## src/hw/rtl/tsc_pkg.sv

```systemverilog
// Shared types, constants and the CRC-8 step function for the scratchpad converter.
package tsc_pkg;

   // Scratchpad layout.
   localparam int unsigned FRAME_BYTES = 9;
   localparam int unsigned IDX_WIDTH = 4;

   localparam logic [IDX_WIDTH-1:0] IDX_TEMP_LOW = 4'd0;
   localparam logic [IDX_WIDTH-1:0] IDX_TEMP_HIGH = 4'd1;
   localparam logic [IDX_WIDTH-1:0] IDX_RESOLUTION = 4'd4;
   localparam logic [IDX_WIDTH-1:0] IDX_COUNT_REMAIN = 4'd6;
   localparam logic [IDX_WIDTH-1:0] IDX_LAST = IDX_WIDTH'(FRAME_BYTES - 1);

   // Sensor family codes.
   localparam logic [7:0] FAMILY_NINE_BIT = 8'h10;
   localparam logic [7:0] FAMILY_TWELVE_BIT = 8'h28;

   // Reflected Dallas polynomial.
   localparam logic [7:0] CRC_POLY = 8'h8C;

   // Width of the converted temperature.
   localparam int unsigned CENTI_WIDTH = 15;

   // Frame tracker status seen by the converter and the control logic.
   typedef struct packed {
      logic       last_byte;
      logic       crc_ok;
      logic [7:0] temp_low;
      logic [7:0] temp_high;
      logic [7:0] resolution;
      logic [7:0] count_remain;
   } frame_status_type;

   // One byte of the running CRC-8, bit at a time, LSB first.
   function automatic logic [7:0] crc_update(input logic [7:0] crc, input logic [7:0] data);
      logic [7:0] c;
      c = crc ^ data;
      for (int k = 0; k < 8; k++) begin
         if (c[0]) begin
            c = (c >> 1) ^ CRC_POLY;
         end else begin
            c = c >> 1;
         end
      end
      return c;
   endfunction

endpackage

```

## src/hw/rtl/tsc_frame.sv

```systemverilog
// Frame tracker: byte count, running CRC and the held scratchpad bytes.
module tsc_frame (
   input  logic                      clock,
   input  logic                      reset,
   input  logic                      step,
   input  logic                      frame_start,
   input  logic [7:0]                scratch_byte,
   output tsc_pkg::frame_status_type status
);
   import tsc_pkg::*;

   logic [IDX_WIDTH-1:0] byte_index_ff;
   logic [IDX_WIDTH-1:0] byte_index_in;
   logic [7:0]           running_crc_ff;
   logic [7:0]           running_crc_in;
   logic [7:0]           temp_low_ff;
   logic [7:0]           temp_high_ff;
   logic [7:0]           resolution_ff;
   logic [7:0]           count_remain_ff;

   logic [IDX_WIDTH-1:0] idx_cur;
   logic [7:0]           crc_base;
   logic [7:0]           crc_next;
   logic                 last_byte;

   // A frame start restarts the count and the CRC for this byte.
   always_comb begin
      idx_cur   = frame_start ? '0 : byte_index_ff;
      crc_base  = frame_start ? 8'h00 : running_crc_ff;
      crc_next  = crc_update(crc_base, scratch_byte);
      last_byte = (idx_cur >= IDX_LAST);
   end

   // Next count and CRC; both return to zero after the last byte.
   always_comb begin
      byte_index_in  = byte_index_ff;
      running_crc_in = running_crc_ff;
      if (step) begin
         if (last_byte) begin
            byte_index_in  = '0;
            running_crc_in = 8'h00;
         end else begin
            byte_index_in  = idx_cur + IDX_WIDTH'(1);
            running_crc_in = crc_next;
         end
      end
   end

   always_ff @(posedge clock) begin
      if (reset) begin
         byte_index_ff  <= '0;
         running_crc_ff <= 8'h00;
      end else begin
         byte_index_ff  <= byte_index_in;
         running_crc_ff <= running_crc_in;
      end
   end

   // Held bytes are captured at their place in the frame.
   always_ff @(posedge clock) begin
      if (step) begin
         if (idx_cur == IDX_TEMP_LOW) begin
            temp_low_ff <= scratch_byte;
         end
         if (idx_cur == IDX_TEMP_HIGH) begin
            temp_high_ff <= scratch_byte;
         end
         if (idx_cur == IDX_RESOLUTION) begin
            resolution_ff <= scratch_byte;
         end
         if (idx_cur == IDX_COUNT_REMAIN) begin
            count_remain_ff <= scratch_byte;
         end
      end
   end

   always_comb begin
      status.last_byte    = last_byte;
      status.crc_ok       = (crc_next == 8'h00);
      status.temp_low     = temp_low_ff;
      status.temp_high    = temp_high_ff;
      status.resolution   = resolution_ff;
      status.count_remain = count_remain_ff;
   end

endmodule

```

## src/hw/rtl/tsc_convert.sv

```systemverilog
// Raw reading to centi-Celsius conversion for both sensor families.
module tsc_convert (
   input  logic [7:0]                      family_code,
   input  tsc_pkg::frame_status_type       status,
   output logic signed [tsc_pkg::CENTI_WIDTH-1:0] centi_celsius
);
   import tsc_pkg::*;

   logic [15:0] raw;
   logic [15:0] reading;
   logic [7:0]  int_part;
   logic [15:0] int_scaled;
   logic [6:0]  frac_centi;
   logic [15:0] total;

   // Family specific adjustment of the raw 1/16 degree reading.
   always_comb begin
      raw     = {status.temp_high, status.temp_low};
      reading = raw;
      if (family_code == FAMILY_NINE_BIT) begin
         // Half-degree reading extended with count remain: (t & ~1) * 8 + 12 - remain.
         reading = {raw[12:1], 4'b0000} + 16'd12 - {8'h00, status.count_remain};
      end else if (family_code == FAMILY_TWELVE_BIT) begin
         // Clear the bits that the configured resolution leaves undefined.
         priority if (status.resolution[6] && status.resolution[5]) begin
            reading = raw;
         end else if (status.resolution[6]) begin
            reading = raw & 16'hFFFE;
         end else if (status.resolution[5]) begin
            reading = raw & 16'hFFFC;
         end else begin
            reading = raw & 16'hFFF8;
         end
      end
   end

   // Whole degrees times 100 plus the rounded sixteenths.
   always_comb begin
      int_part   = reading[11:4];
      int_scaled = {{8{int_part[7]}}, int_part} * 16'd100;
      frac_centi = (reading[3] ? 7'd50 : 7'd0) + (reading[2] ? 7'd25 : 7'd0)
                 + (reading[1] ? 7'd13 : 7'd0) + (reading[0] ? 7'd6 : 7'd0);
      total      = int_scaled + {9'd0, frac_centi};
      // A failed CRC reports zero.
      centi_celsius = status.crc_ok ? signed'(total[CENTI_WIDTH-1:0]) : '0;
   end

endmodule

```

## src/hw/rtl/temp_scratchpad_to_centicelsius.sv

```systemverilog
// Top level of the 1-Wire scratchpad to centi-Celsius converter.
// Takes one scratchpad byte per transaction and one result per completed
// nine-byte frame, at a sustained rate of one byte per clock cycle. A byte
// accepted into the input register passes the CRC update and conversion
// logic, and the result of a frame's last byte is registered in the output
// register. The input register keeps accepting while a result waits, and
// stalls only when a frame's last byte finds the output register full.
// A frame that fails the CRC gives crc_ok low and a temperature of zero;
// family_code selects the nine-bit extended-resolution or the twelve-bit
// masked conversion, and any other code passes the raw reading through.
module temp_scratchpad_to_centicelsius (
   input  logic        clock,
   input  logic        reset,
   // Configuration: family_code
   input  logic        csr_valid,
   output logic        csr_ready,
   input  logic [7:0]  csr_data,     // [7:0] family_code
   // Scratchpad bytes
   input  logic        req_tvalid,
   output logic        req_tready,
   input  logic [7:0]  req_tdata,    // [7:0] scratch_byte
   input  logic        req_tuser,    // [0] frame_start
   // Results
   output logic        rsp_tvalid,
   input  logic        rsp_tready,
   output logic [15:0] rsp_tdata,    // [14:0] centi_celsius, [15] zero
   output logic        rsp_tuser     // [0] crc_ok
);
   import tsc_pkg::*;

   logic [7:0]                    family_code_ff;
   logic                          in_valid_ff;
   logic                          in_start_ff;
   logic [7:0]                    in_byte_ff;
   logic                          out_valid_ff;
   logic                          out_ok_ff;
   logic signed [CENTI_WIDTH-1:0] out_centi_ff;

   logic                          advance;
   logic                          out_free;
   frame_status_type              status;
   logic signed [CENTI_WIDTH-1:0] centi_celsius;

   // The configuration register takes a write in every cycle.
   assign csr_ready = 1'b1;

   // Configuration register.
   always_ff @(posedge clock) begin
      if (reset) begin
         family_code_ff <= FAMILY_TWELVE_BIT;
      end else if (csr_valid && csr_ready) begin
         family_code_ff <= csr_data;
      end
   end

   // The held byte moves on unless it ends a frame and the result slot is busy.
   assign out_free   = !out_valid_ff || rsp_tready;
   assign advance    = in_valid_ff && (!status.last_byte || out_free);
   assign req_tready = !in_valid_ff || advance;

   // Input register.
   always_ff @(posedge clock) begin
      if (reset) begin
         in_valid_ff <= 1'b0;
      end else if (req_tvalid && req_tready) begin
         in_valid_ff <= 1'b1;
      end else if (advance) begin
         in_valid_ff <= 1'b0;
      end
   end

   always_ff @(posedge clock) begin
      if (req_tvalid && req_tready) begin
         in_start_ff <= req_tuser;
         in_byte_ff  <= req_tdata;
      end
   end

   tsc_frame u_frame (
      .clock        (clock),
      .reset        (reset),
      .step         (advance),
      .frame_start  (in_start_ff),
      .scratch_byte (in_byte_ff),
      .status       (status)
   );

   tsc_convert u_convert (
      .family_code   (family_code_ff),
      .status        (status),
      .centi_celsius (centi_celsius)
   );

   // Output register.
   always_ff @(posedge clock) begin
      if (reset) begin
         out_valid_ff <= 1'b0;
      end else if (advance && status.last_byte) begin
         out_valid_ff <= 1'b1;
      end else if (rsp_tready) begin
         out_valid_ff <= 1'b0;
      end
   end

   always_ff @(posedge clock) begin
      if (advance && status.last_byte) begin
         out_ok_ff    <= status.crc_ok;
         out_centi_ff <= centi_celsius;
      end
   end

   assign rsp_tvalid = out_valid_ff;
   assign rsp_tdata  = {1'b0, out_centi_ff};
   assign rsp_tuser  = out_ok_ff;

endmodule

```

## config.mk

```make
export PLATFORM = sky130hd
export DESIGN_NAME = temp_scratchpad_to_centicelsius
export DESIGN_NICKNAME = d
export VERILOG_FILES = /design/src/hw/rtl/tsc_pkg.sv /design/src/hw/rtl/tsc_frame.sv /design/src/hw/rtl/tsc_convert.sv /design/src/hw/rtl/temp_scratchpad_to_centicelsius.sv
export SDC_FILE = /design/constraint.sdc
export NUM_CORES = 1
export LEC_CHECK = 0
export BUFFER_PORTS_ARGS = -buffer_cell sky130_fd_sc_hd__buf_2
export CORE_AREA = 2 2 102 104
export CTS_CLUSTER_SIZE = 28
export DETAILED_ROUTE_END_ITERATION = 8
export DIE_AREA = 0 0 104 106
export PLACE_DENSITY = 0.67
export SKIP_CTS_REPAIR_TIMING = 1
export SYNTH_ARGS = -nofsm -noshare
export SYNTH_HDL_FRONTEND = slang
export SYNTH_SLANG_ARGS = --single-unit
```

## constraint.sdc

```tcl
create_clock -name clock -period 12.5 [get_ports clock]
set_input_delay 1.875 -clock clock [delete_from_list [all_inputs] [get_ports clock]]
set_output_delay 1.875 -clock clock [all_outputs]
set_load 0.05 [all_outputs]
```

==> impl_results.md, run 1 <==
- Outcome: completed
- Commonest cells after routing, fill and taps aside: 47 x edfxtp_1, 46 x nor2_1, 41 x ha_1
- Antenna-violating nets left: 0
- CP max-delay cell: o31ai_1
- Drt first pass iters: 5
- Fillers: 922
- Setup Viol. Count Final: 0
- Core area: about 10000 um2
- Number of DRC markers after the initial detailed-route iteration: 116
- Setup TNS: 0 ps
- TritonCTS Buffers: 9
- Crit Path Max Fanout: 4
- Gr usage total: 17.58%
- Register area share after synthesis: 39.18%
- Main synth FF type: edfxtp_1
- Area grow syn2layout: 9.955%
- Max_cap viols: 0
- Cells along the critical path: inv_1 -> ha_1 -> and3b_1 -> o211a_1 -> a21boi_0 -> nor4_1 -> xnor2_1 -> nor2_1 -> a21oi_1 -> inv_1 -> ha_1 -> ha_1 -> inv_1 -> fa_1 -> inv_1 -> ha_1 -> o31ai_1 -> mux2i_1 -> o31ai_1 -> nor4_1 -> a31oi_1 -> o21a_1
- Unrepaired setup endpoints after global routing: false
- Root Buffer: clkbuf_8
- Cell Pwr Density: 117.1 nW/um2
- Final worst-path cycle share: 44.87%
- DRC: 0
- Worst setup EP type: register
- Total Wirelength: between 9000 and 10000 um
- Num ports: 42
- Vias in the first global route: between 3000 and 4000
- Ys async rst share: 0%
- Skew final: 12.64 ps
- Fmax: 0.1783 GHz
- Worst vdd ir: roughly 0.07 mV
- Cells after synthesis: 479
- Vias per Instance: 5.314
- Total global routing overflow: 0
- Layout Nets: 588
- Critical Path Source Type: register
- Synth warnings: 0
- WL/cell: 14.09 um
- Pin count of the biggest net entering global routing: 24
- Final Hold Fails: 0
- Critical path arrival: 5730 ps
- Most common cell after layout, fill and taps aside: edfxtp_1
- Die Y: 106 um
- Die Area: 11020 um2
- Slew @ Worst Pin: 975.5 ps
- Critical Path RT: 12620 ps
- Worst-path clk slew: 90 ps
- Max incr delay on CP: 530 ps
- Mapped Nets: 551
- Hold Crit Class: register to register
- First-pass GRT wire length: 15580 um
- Type of the worst setup path: register to register
- Cell area after synthesis: 4726 um2
- Fin. max-slew vios: 0
- Sink Count: 69
- Rel. slew slack: 34.97%
- Final HPWL DP: 7152 um
- CTS tree: built
- Mean post-synth cell area: 9.866 um2
- CTS max path bufs: 2
- Row count: 37
- H-tree levels: 3
- PortBufs: 39
- Crit path time final: 5609 ps
- Via count: 3491
- Post-synthesis register bit count: 69
- GPL Wtd Cong: slightly above 0.8
- Leak: 0.002127 uW
- DIE WIDTH: about 100 um
- EDFF count, synth: 47
- Yosys cell types: between 60 and 70
- Initial antenna violation count: 0
- Starting Density: 47.26%
- Clock latency on the worst-skew pair: roughly 350 ps
- Hold_ws: 501.0 ps
- Layout cells sized above 1: between 10% and 20%
- # diodes: 0
cell type report:
class / count / area [um2] / area share [%]
clock buffers: 9 / 123.9 / 2.384
clock inverters: 7 / 50.05 / 0.9632
multi-input cells: 353 / 2636 / 50.73
flip-flops and latches: 69 / 1852 / 35.64
inverters: 43 / 161.4 / 3.106
well taps: 136 / 170.2 / 3.275
repair buffers: 40 / 202.7 / 3.901
flip-flops by register name, summed over array words and instances, names as in the netlist:
name                     count
rsp_tvalid                   1
u_frame.running_crc_ff       8
out_centi_ff                15
in_start_ff                  1
u_frame.temp_low_ff          8
u_frame.temp_high_ff         4
u_frame.byte_index_ff        4
rsp_tuser                    1
family_code_ff               8
in_valid_ff                  1
in_byte_ff                   8
u_frame.count_remain_ff      8
u_frame.resolution_ff        2
worst paths after layout:
path,from,to,slack (ps),cells after the start
max,u_frame.count_remain_ff[0],out_centi_ff[14],6890,22
min,u_frame.byte_index_ff[2],u_frame.byte_index_ff[2],500,2
max reg2reg,u_frame.count_remain_ff[0],out_centi_ff[14],6890,22
min reg2reg,u_frame.byte_index_ff[2],u_frame.byte_index_ff[2],500,2
critical path, delay by kind of cell (launching register included):
family	cells	cell delay [ps]
buf+inv	4	370
flops	1	420
xor+xnor	1	140
mux	1	280
simple gates	4	890
compound gates	7	1750
fa+ha+maj	5	1550
cell usage after synthesis (3+ instances only):
cell,instances,share of area (%)
a22oi_1,10,1.6
clkbuf_1,7,0.56
or2_2,4,0.53
nor3_1,7,0.74
nand3_1,11,1.2
inv_2,3,0.24
ha_1,41,11
nand4_1,4,0.53
o31ai_1,4,0.64
a21oi_1,20,2.1
xor2_1,15,2.8
nand2b_1,7,0.93
mux2i_1,8,1.7
edfxtp_1,47,30
o21ai_0,22,2.3
buf_4,4,0.64
nand2_1,29,2.3
or4_1,3,0.48
o211ai_1,4,0.64
nor2b_1,8,1.1
fa_1,9,3.8
nor2_1,46,3.7
inv_1,40,3.2
and2_1,9,1.2
dfxtp_1,22,9.3
and3_1,5,0.66
a21boi_0,3,0.48
a21o_1,6,0.95
nor4_1,5,0.66
xnor2_1,34,6.3
per-stage QoR:
| step | power (uW) | utilization [%] | setup WS [ps] | instances | instance area [um2] |
|---|---|---|---|---|---|
| floorplan | 413.1 | - | 7566 | 479 | 4726 |
| global placement | 440.7 | 50.23 | 7118 | 641 | 5022 |
| detailed placement | 445.0 | 50.23 | 6977 | 641 | 5022 |
| CTS | 613.1 | 51.96 | 6873 | 657 | 5196 |
| global route | 646.0 | 51.96 | 6418 | 657 | 5196 |
| finish | 608.2 | 51.96 | 6891 | 657 | 5196 |
logic make-up (layout without fill, tap and decap cells):
| logic type | Yosys count | in the layout | share of synthesized area, % |
|---|---|---|---|
| other cells | 2 | 2 | 0.1589 |
| simple gates | 147 | 147 | 15.46 |
| xor+xnor | 52 | 52 | 10.51 |
| flops | 69 | 69 | 39.18 |
| mux | 8 | 8 | 1.695 |
| compound gates | 93 | 93 | 13.08 |
| buf+inv | 57 | 99 | 5.030 |
| fa+ha+maj | 51 | 51 | 14.88 |
power breakdown:
part / leakage (uW) / internal [uW] / switching, uW / total (uW)
Combinational: 0.00146 / 76.3 / 97.4 / 174
Clock: 0.0000820 / 72.6 / 94.7 / 167
Sequential: 0.000584 / 255 / 12.3 / 267
Total: 0.00213 / 404 / 204 / 608
per-layer routing:
| layer | vias to the layer above | GRT usage (%) | routed length [um] |
|---|---|---|---|
| li1 | 1756 | - | - |
| met1 | 1643 | 19.89 | 3865 |
| met2 | 79 | 32.05 | 4864 |
| met3 | 13 | 2.759 | 329 |
| met4 | 0 | 9.073 | 200 |
| met5 | - | 0 | 0 |
(Power assumes the default switching activity.)
==> inputs of run 2 (changes only) <==
==> constraint.sdc (replaced) <==
create_clock -name clock -period 5.6 [get_ports clock]
set_input_delay 0.84 -clock clock [delete_from_list [all_inputs] [get_ports clock]]
set_output_delay 0.84 -clock clock [all_outputs]
set_load 0.05 [all_outputs]
==> run 2 against run 1 <==
Net effect:
- cell count increased by 0.76%
- sequential power increased by 120%
- critical endpoint unchanged
- routed wire length decreased by 2.9%
- register-to-register slack got worse by 6500 ps
- clock power increased to 2.8 times the previous value
- total power increased by 140%
- worst hold slack got worse by 1.1 ps
==> impl_results.md, run 2 (synthesis gave the netlist of run 1 again) <==
- First-pass GRT wire length: 14990 um (was 15580 um)
- CTS tree: built (unchanged)
- Fin. max-slew vios: 0 (unchanged)
- Hold Crit Class: register to register (unchanged)
- Total global routing overflow: 0 (unchanged)
- Clock latency on the worst-skew pair: 350 ps (about the same)
- Row count: 37 (unchanged)
- Crit Path Max Fanout: 4 (unchanged)
- Fmax: 0.1925 GHz (was 0.1783 GHz)
- Rel. slew slack: 34.91% (was 34.97%)
- H-tree levels: 3 (unchanged)
- Vias in the first global route: 3327 (was 3471)
- Most common cell after layout, fill and taps aside: edfxtp_1 (unchanged)
- Type of the worst setup path: register to register (unchanged)
- Sink Count: 69 (unchanged)
- Die Y: 106 um (unchanged)
- Slew @ Worst Pin: 976.3 ps (was 975.5 ps)
- Area used by multi-input combinational logic: 2653 um2 (was 2636 um2)
- Crit path from: u_frame.temp_low_ff[3] (was u_frame.count_remain_ff[0])
- DIE WIDTH: 104 um (unchanged)
- Hold_ws: 500.0 ps (was 501.0 ps)
- Setup Viol. Count Final: 0 (unchanged)
- Reg2reg start: u_frame.temp_low_ff[3] (was u_frame.count_remain_ff[0])
- PortBufs: 39 (unchanged)
- Hold_sp: u_frame.byte_index_ff[2] (unchanged)
- Final Hold Fails: 0 (unchanged)
- Gr usage total: 17.12% (was 17.58%)
- Skew final: 8.245 ps (was 12.64 ps)
- GPL Wtd Cong: 0.8180 (was 0.8190)
- Setup TNS: 0 ps (unchanged)
- Max_cap viols: 0 (unchanged)
- Vias per Instance: 5.267 (was 5.314)
- Fillers: 904 (was 922)
- Reg area: 1852 um2 (unchanged)
- Drt first pass iters: 4 (was 5)
- Starting Density: 47.26% (unchanged)
- Crit path time final: 5196 ps (was 5609 ps)
- Finished Cell Area: 5298 um2 (was 5196 um2)
- Number of DRC markers after the initial detailed-route iteration: 122 (was 116)
- WL/cell: 13.58 um (was 14.09 um)
- Num ports: 42 (unchanged)
- Root Buffer: clkbuf_8 (unchanged)
- Area grow syn2layout: 12.10% (was 9.955%)
- Total power: 1449 uW (was 608.2 uW)
- Via count: 3487 (was 3491)
- Layout Nets: 593 (was 588)
- Antenna-violating nets left: 0 (unchanged)
- Commonest cells after routing, fill and taps aside: 47 x edfxtp_1, 46 x nor2_1, 41 x ha_1 (unchanged)
- Reg with most FFs: out_centi_ff (unchanged)
- Cell Pwr Density: 273.5 nW/um2 (was 117.1 nW/um2)
- Final HPWL DP: 6993 um (was 7152 um)
- Critical path arrival: 5310 ps (was 5730 ps)
- Critical Path Source Type: register (unchanged)
- Final worst-path cycle share: 92.78% (was 44.87%)
- Outcome: completed (unchanged)
- Worst setup EP type: register (unchanged)
- Core area: 10000 um2 (unchanged)
- DRC: 0 (unchanged)
- Worst-path clk slew: 80 ps (was 90 ps)
- Layout cells sized above 1: 14.83% (was 13.63%)
- Critical Path RT: 5720 ps (was 12620 ps)
- Unrepaired setup endpoints after global routing: false (unchanged)
- CTS max path bufs: 2 (unchanged)
- # diodes: 0 (unchanged)
- Worst vdd ir: 0.1440 mV (was 0.06933 mV)
- Leak: 0.002178 uW (was 0.002127 uW)
- Max reg flops: 15 (unchanged)
- Initial antenna violation count: 0 (unchanged)
- Total Wirelength: 8990 um (was 9259 um)
- Final Core Density: 52.98% (was 51.96%)
- TritonCTS Buffers: 9 (unchanged)
- Post-DP Area: 5060 um2 (was 5022 um2)
- Die Area: 11020 um2 (unchanged)
- Pin count of the biggest net entering global routing: 24 (unchanged)
## run 2: cell count changes in the layout (fill, tap and decap cells not counted), sizes merged
cell      before  now
bufinv         0    2
clkinvlp       3    1
buf           40   45
## run 2: critical path, stage by stage, from the launching register on
cell       delay, ps
edfxtp_1         420
ha_1             350
nand3_1          160
o2111ai_2        220
and2_1           250
nor3_1           200
xnor2_1           80
o21ai_0          290
buf_4            180
ha_1             130
inv_1             40
fa_1             460
fa_1             540
inv_1             40
ha_1             300
o21a_1           140
o31ai_2           90
or3_1            320
o31ai_1          250
nor4_2            90
and4_1           200
o21a_1           180
## run 2: path summary, 6_finish.rpt
kind | cells past startpoint | endpoint | slack (ps)
worst max-delay path | 21 | out_centi_ff[14] | 400
worst min-delay path | 2 | u_frame.byte_index_ff[2] | 500
worst max register to register | 21 | out_centi_ff[14] | 400
worst min register to register | 2 | u_frame.byte_index_ff[2] | 500
## run 2: power breakdown
group	total, uW	internal [uW]	switching, uW	leakage [uW]
sequential	596	569	27.1	0.000584
clock	461	253	208	0.000108
combinational	392	174	218	0.00149
total	1450	996	453	0.00218
## run 2: final cells by class
| type | instances | area share (%) |
|---|---|---|
| multi-input cells | 353 | 50.07 |
| repair buffers | 45 | 4.535 |
| well taps | 136 | 3.212 |
| clock inverters | 7 | 1.842 |
| clock buffers | 9 | 2.338 |
| inverters | 43 | 3.047 |
| flip-flops and latches | 69 | 34.96 |
## run 2: layer usage
layer | vias up | GRT usage [%] | wire length (um)
li1 | 1761 | - | -
met1 | 1633 | 19.70 | 3871
met2 | 76 | 31.34 | 4586
met3 | 17 | 2.575 | 294
met4 | 0 | 7.915 | 237
met5 | - | 0 | 0
## run 2: metrics by stage
step,setup slack (ps),std cells
2_1_floorplan,666.2,479
3_3_place_gp,460.3,646
3_5_place_dp,325.1,646
4_1_cts,290.1,662
5_1_grt,116.6,662
6_report,404.3,662
==> inputs of run 3 (changes only) <==
--- a/config.mk
+++ b/config.mk
@@ -10,6 +10,7 @@
 export CTS_CLUSTER_SIZE = 28
 export DETAILED_ROUTE_END_ITERATION = 8
 export DIE_AREA = 0 0 104 106
+export GPL_TIMING_DRIVEN = 0
 export PLACE_DENSITY = 0.67
 export SKIP_CTS_REPAIR_TIMING = 1
 export SYNTH_ARGS = -nofsm -noshare
==> run 3 against run 2 <==
Net effect:
- sequential share of layout area down 0.099 points
- global-route usage about the same
- clock-buffer cell count unchanged
- worst hold slack about the same
- die area unchanged
- utilization up 0.15 points
- fmax down 3.2%
- largest power group unchanged
- highest routed layer unchanged
==> impl_results.md, run 3 (synthesis gave the netlist of run 1 again) <==
- Crit path time final: 5370 ps (was 5196 ps)
- First-pass GRT wire length: 15210 um (was 14990 um)
- Final Hold Fails: 0 (unchanged)
- Num ports: 42 (unchanged)
- Die Y: 106 um (unchanged)
- H-tree levels: 3 (unchanged)
- Worst Hold End: u_frame.count_remain_ff[4] (was u_frame.byte_index_ff[2])
- Core area: 10000 um2 (unchanged)
- Skew final: 7.943 ps (was 8.245 ps)
- Layout cells sized above 1: 15.01% (was 14.83%)
- Vias per Instance: 5.170 (was 5.267)
- Critical Path RT: 5710 ps (was 5720 ps)
- PortBufs: 38 (was 39)
- Outcome: completed (unchanged)
- Root Buffer: clkbuf_8 (unchanged)
- CTS max path bufs: 2 (unchanged)
- Most common cell after layout, fill and taps aside: edfxtp_1 (unchanged)
- Type of the worst setup path: register to register (unchanged)
- TritonCTS Buffers: 9 (unchanged)
- Hold path cells: 0 (was 2)
- CP max-delay cell: fa_1 (unchanged)
- CTS tree: built (unchanged)
- R2R depth: 23 (was 21)
- Die Area: 11020 um2 (unchanged)
- Vias in the first global route: 3385 (was 3327)
- Worst reg-to-reg setup slack: 230 ps (was 400 ps)
- Cell mode on critical path: inv_1 (was ha_1)
- Antenna-violating nets left: 0 (unchanged)
- Cell Pwr Density: 264.9 nW/um2 (was 273.5 nW/um2)
- Reg2reg start: u_frame.count_remain_ff[0] (was u_frame.temp_low_ff[3])
- GPL Wtd Cong: 0.8273 (was 0.8180)
- DIE WIDTH: 104 um (unchanged)
- Critical path arrival: 5480 ps (was 5310 ps)
- Worst vdd ir: 0.1365 mV (was 0.1440 mV)
- Fillers: 917 (was 904)
- Crit path depth: 23 (was 21)
- Worst setup EP type: register (unchanged)
- Hold_sp: in_byte_ff[4] (was u_frame.byte_index_ff[2])
- Layout Nets: 600 (was 593)
- DRC: 0 (unchanged)
- Leak: 0.002177 uW (was 0.002178 uW)
- Reg with most FFs: out_centi_ff (unchanged)
- Worst-path clk slew: 80 ps (about the same)
- Worst path bufs/invs: 4 (was 3)
- Initial antenna violation count: 0 (unchanged)
- Max incr delay on CP: 540 ps (about the same)
- Hold Crit Class: register to register (unchanged)
- Top Family by Delay on Critical Path: adder cells (unchanged)
- Area grow syn2layout: 12.42% (was 12.10%)
- Setup Viol. Count Final: 0 (unchanged)
- Slew @ Worst Pin: 931.7 ps (was 976.3 ps)
- Drt first pass iters: 4 (unchanged)
- Cells along the critical path: inv_1 -> ha_1 -> and3b_1 -> o211a_1 -> a21boi_0 -> nor4_1 -> xnor2_1 -> nor2_1 -> a21oi_2 -> inv_1 -> ha_1 -> inv_1 -> fa_1 -> fa_1 -> inv_1 -> ha_1 -> o21a_1 -> o31ai_2 -> or3_1 -> o31ai_1 -> nor4_2 -> and4_1 -> o21a_1 (was ha_1 -> nand3_1 -> o2111ai_2 -> and2_1 -> nor3_1 -> xnor2_1 -> o21ai_0 -> buf_4 -> ha_1 -> inv_1 -> fa_1 -> fa_1 -> inv_1 -> ha_1 -> o21a_1 -> o31ai_2 -> or3_1 -> o31ai_1 -> nor4_2 -> and4_1 -> o21a_1)
- Reg-to-Reg End: out_centi_ff[14] (unchanged)
- # diodes: 0 (unchanged)
- Number of DRC markers after the initial detailed-route iteration: 100 (was 122)
- Sink Count: 69 (unchanged)
- Fmax: 0.1862 GHz (was 0.1925 GHz)
- Max reg flops: 15 (unchanged)
- Row count: 37 (unchanged)
- Gr usage total: 17.17% (was 17.12%)
- Max_cap viols: 0 (unchanged)
- Rel. slew slack: 37.89% (was 34.91%)
- Via count: 3459 (was 3487)
- Clock latency on the worst-skew pair: 350 ps (about the same)
- Total power: 1407 uW (was 1449 uW)
- Pin count of the biggest net entering global routing: 17 (was 24)
- Commonest cells after routing, fill and taps aside: 47 x edfxtp_1, 46 x nor2_1, 41 x ha_1 (unchanged)
- Fin. max-slew vios: 0 (unchanged)
- Critical Path Source Type: register (unchanged)
- Setup TNS: 0 ps (unchanged)
- Final HPWL DP: 7106 um (was 6993 um)
- Crit Path Max Fanout: 4 (unchanged)
- WL/cell: 13.61 um (was 13.58 um)
- Total Wirelength: 9104 um (was 8990 um)
- Total global routing overflow: 0 (unchanged)
- Final worst-path cycle share: 95.89% (was 92.78%)
- Starting Density: 47.26% (unchanged)
- Hold_ws: 499.6 ps (was 500.0 ps)
-- run 3: worst reg2reg max path, stage by stage (launching register included) --
cell and delay (ps):
edfxtp_1 420, inv_1 100, ha_1 210, and3b_1 220, o211a_1 250, a21boi_0 250, nor4_1 90, xnor2_1 140
nor2_1 60, a21oi_2 240, inv_1 150, ha_1 220, inv_1 60, fa_1 430, fa_1 540, inv_1 40
ha_1 300, o21a_1 150, o31ai_2 110, or3_1 340, o31ai_1 290, nor4_2 120, and4_1 220, o21a_1 180
-- run 3: metrics by stage --
stage / std cells / setup slack [ps] / utilization (%) / area (um2)
floorplan: 479 / 666.2 / - / 4726
global placement: 653 / 32.36 / 50.86 / 5086
detailed placement: 653 / 23.58 / 50.86 / 5086
CTS: 669 / -31.32 / 52.84 / 5284
global route: 669 / -26.27 / 53.13 / 5313
finish: 669 / 229.9 / 53.13 / 5313
-- run 3: power by group --
group	total [uW]	internal, uW	switching [uW]
Sequential	594	569	25.5
Combinational	396	176	220
Clock	417	208	209
-- run 3: how the worst max path moves through the flow --
stage,start,end
finish,u_frame.count_remain_ff[0],out_centi_ff[14]
global route,family_code_ff[5],out_centi_ff[14]
CTS,family_code_ff[2],out_centi_ff[14]
detailed placement,family_code_ff[2],out_centi_ff[14]
global placement,family_code_ff[2],out_centi_ff[14]
floorplan,u_frame.count_remain_ff[0],out_centi_ff[14]
-- run 3: final cells by class --
type	count	area, um2	share of cell area, %
repair buffers	38	190.2	3.580
plain buffers	14	76.32	1.437
flip-flops and latches	69	1852	34.86
multi-input cells	353	2665	50.16
clock buffers	9	123.9	2.332
well taps	136	170.2	3.203
clock inverters	7	73.82	1.390
inverters	43	161.4	3.038
-- run 3: routing by layer --
layer / track usage, % / wire length, um / vias up
li1: - / - / 1774
met1: 19.72 / 3945 / 1606
met2: 31.72 / 4657 / 59
met3: 3.188 / 292 / 20
met4: 6.467 / 207 / 0
met5: 0 / 0 / -
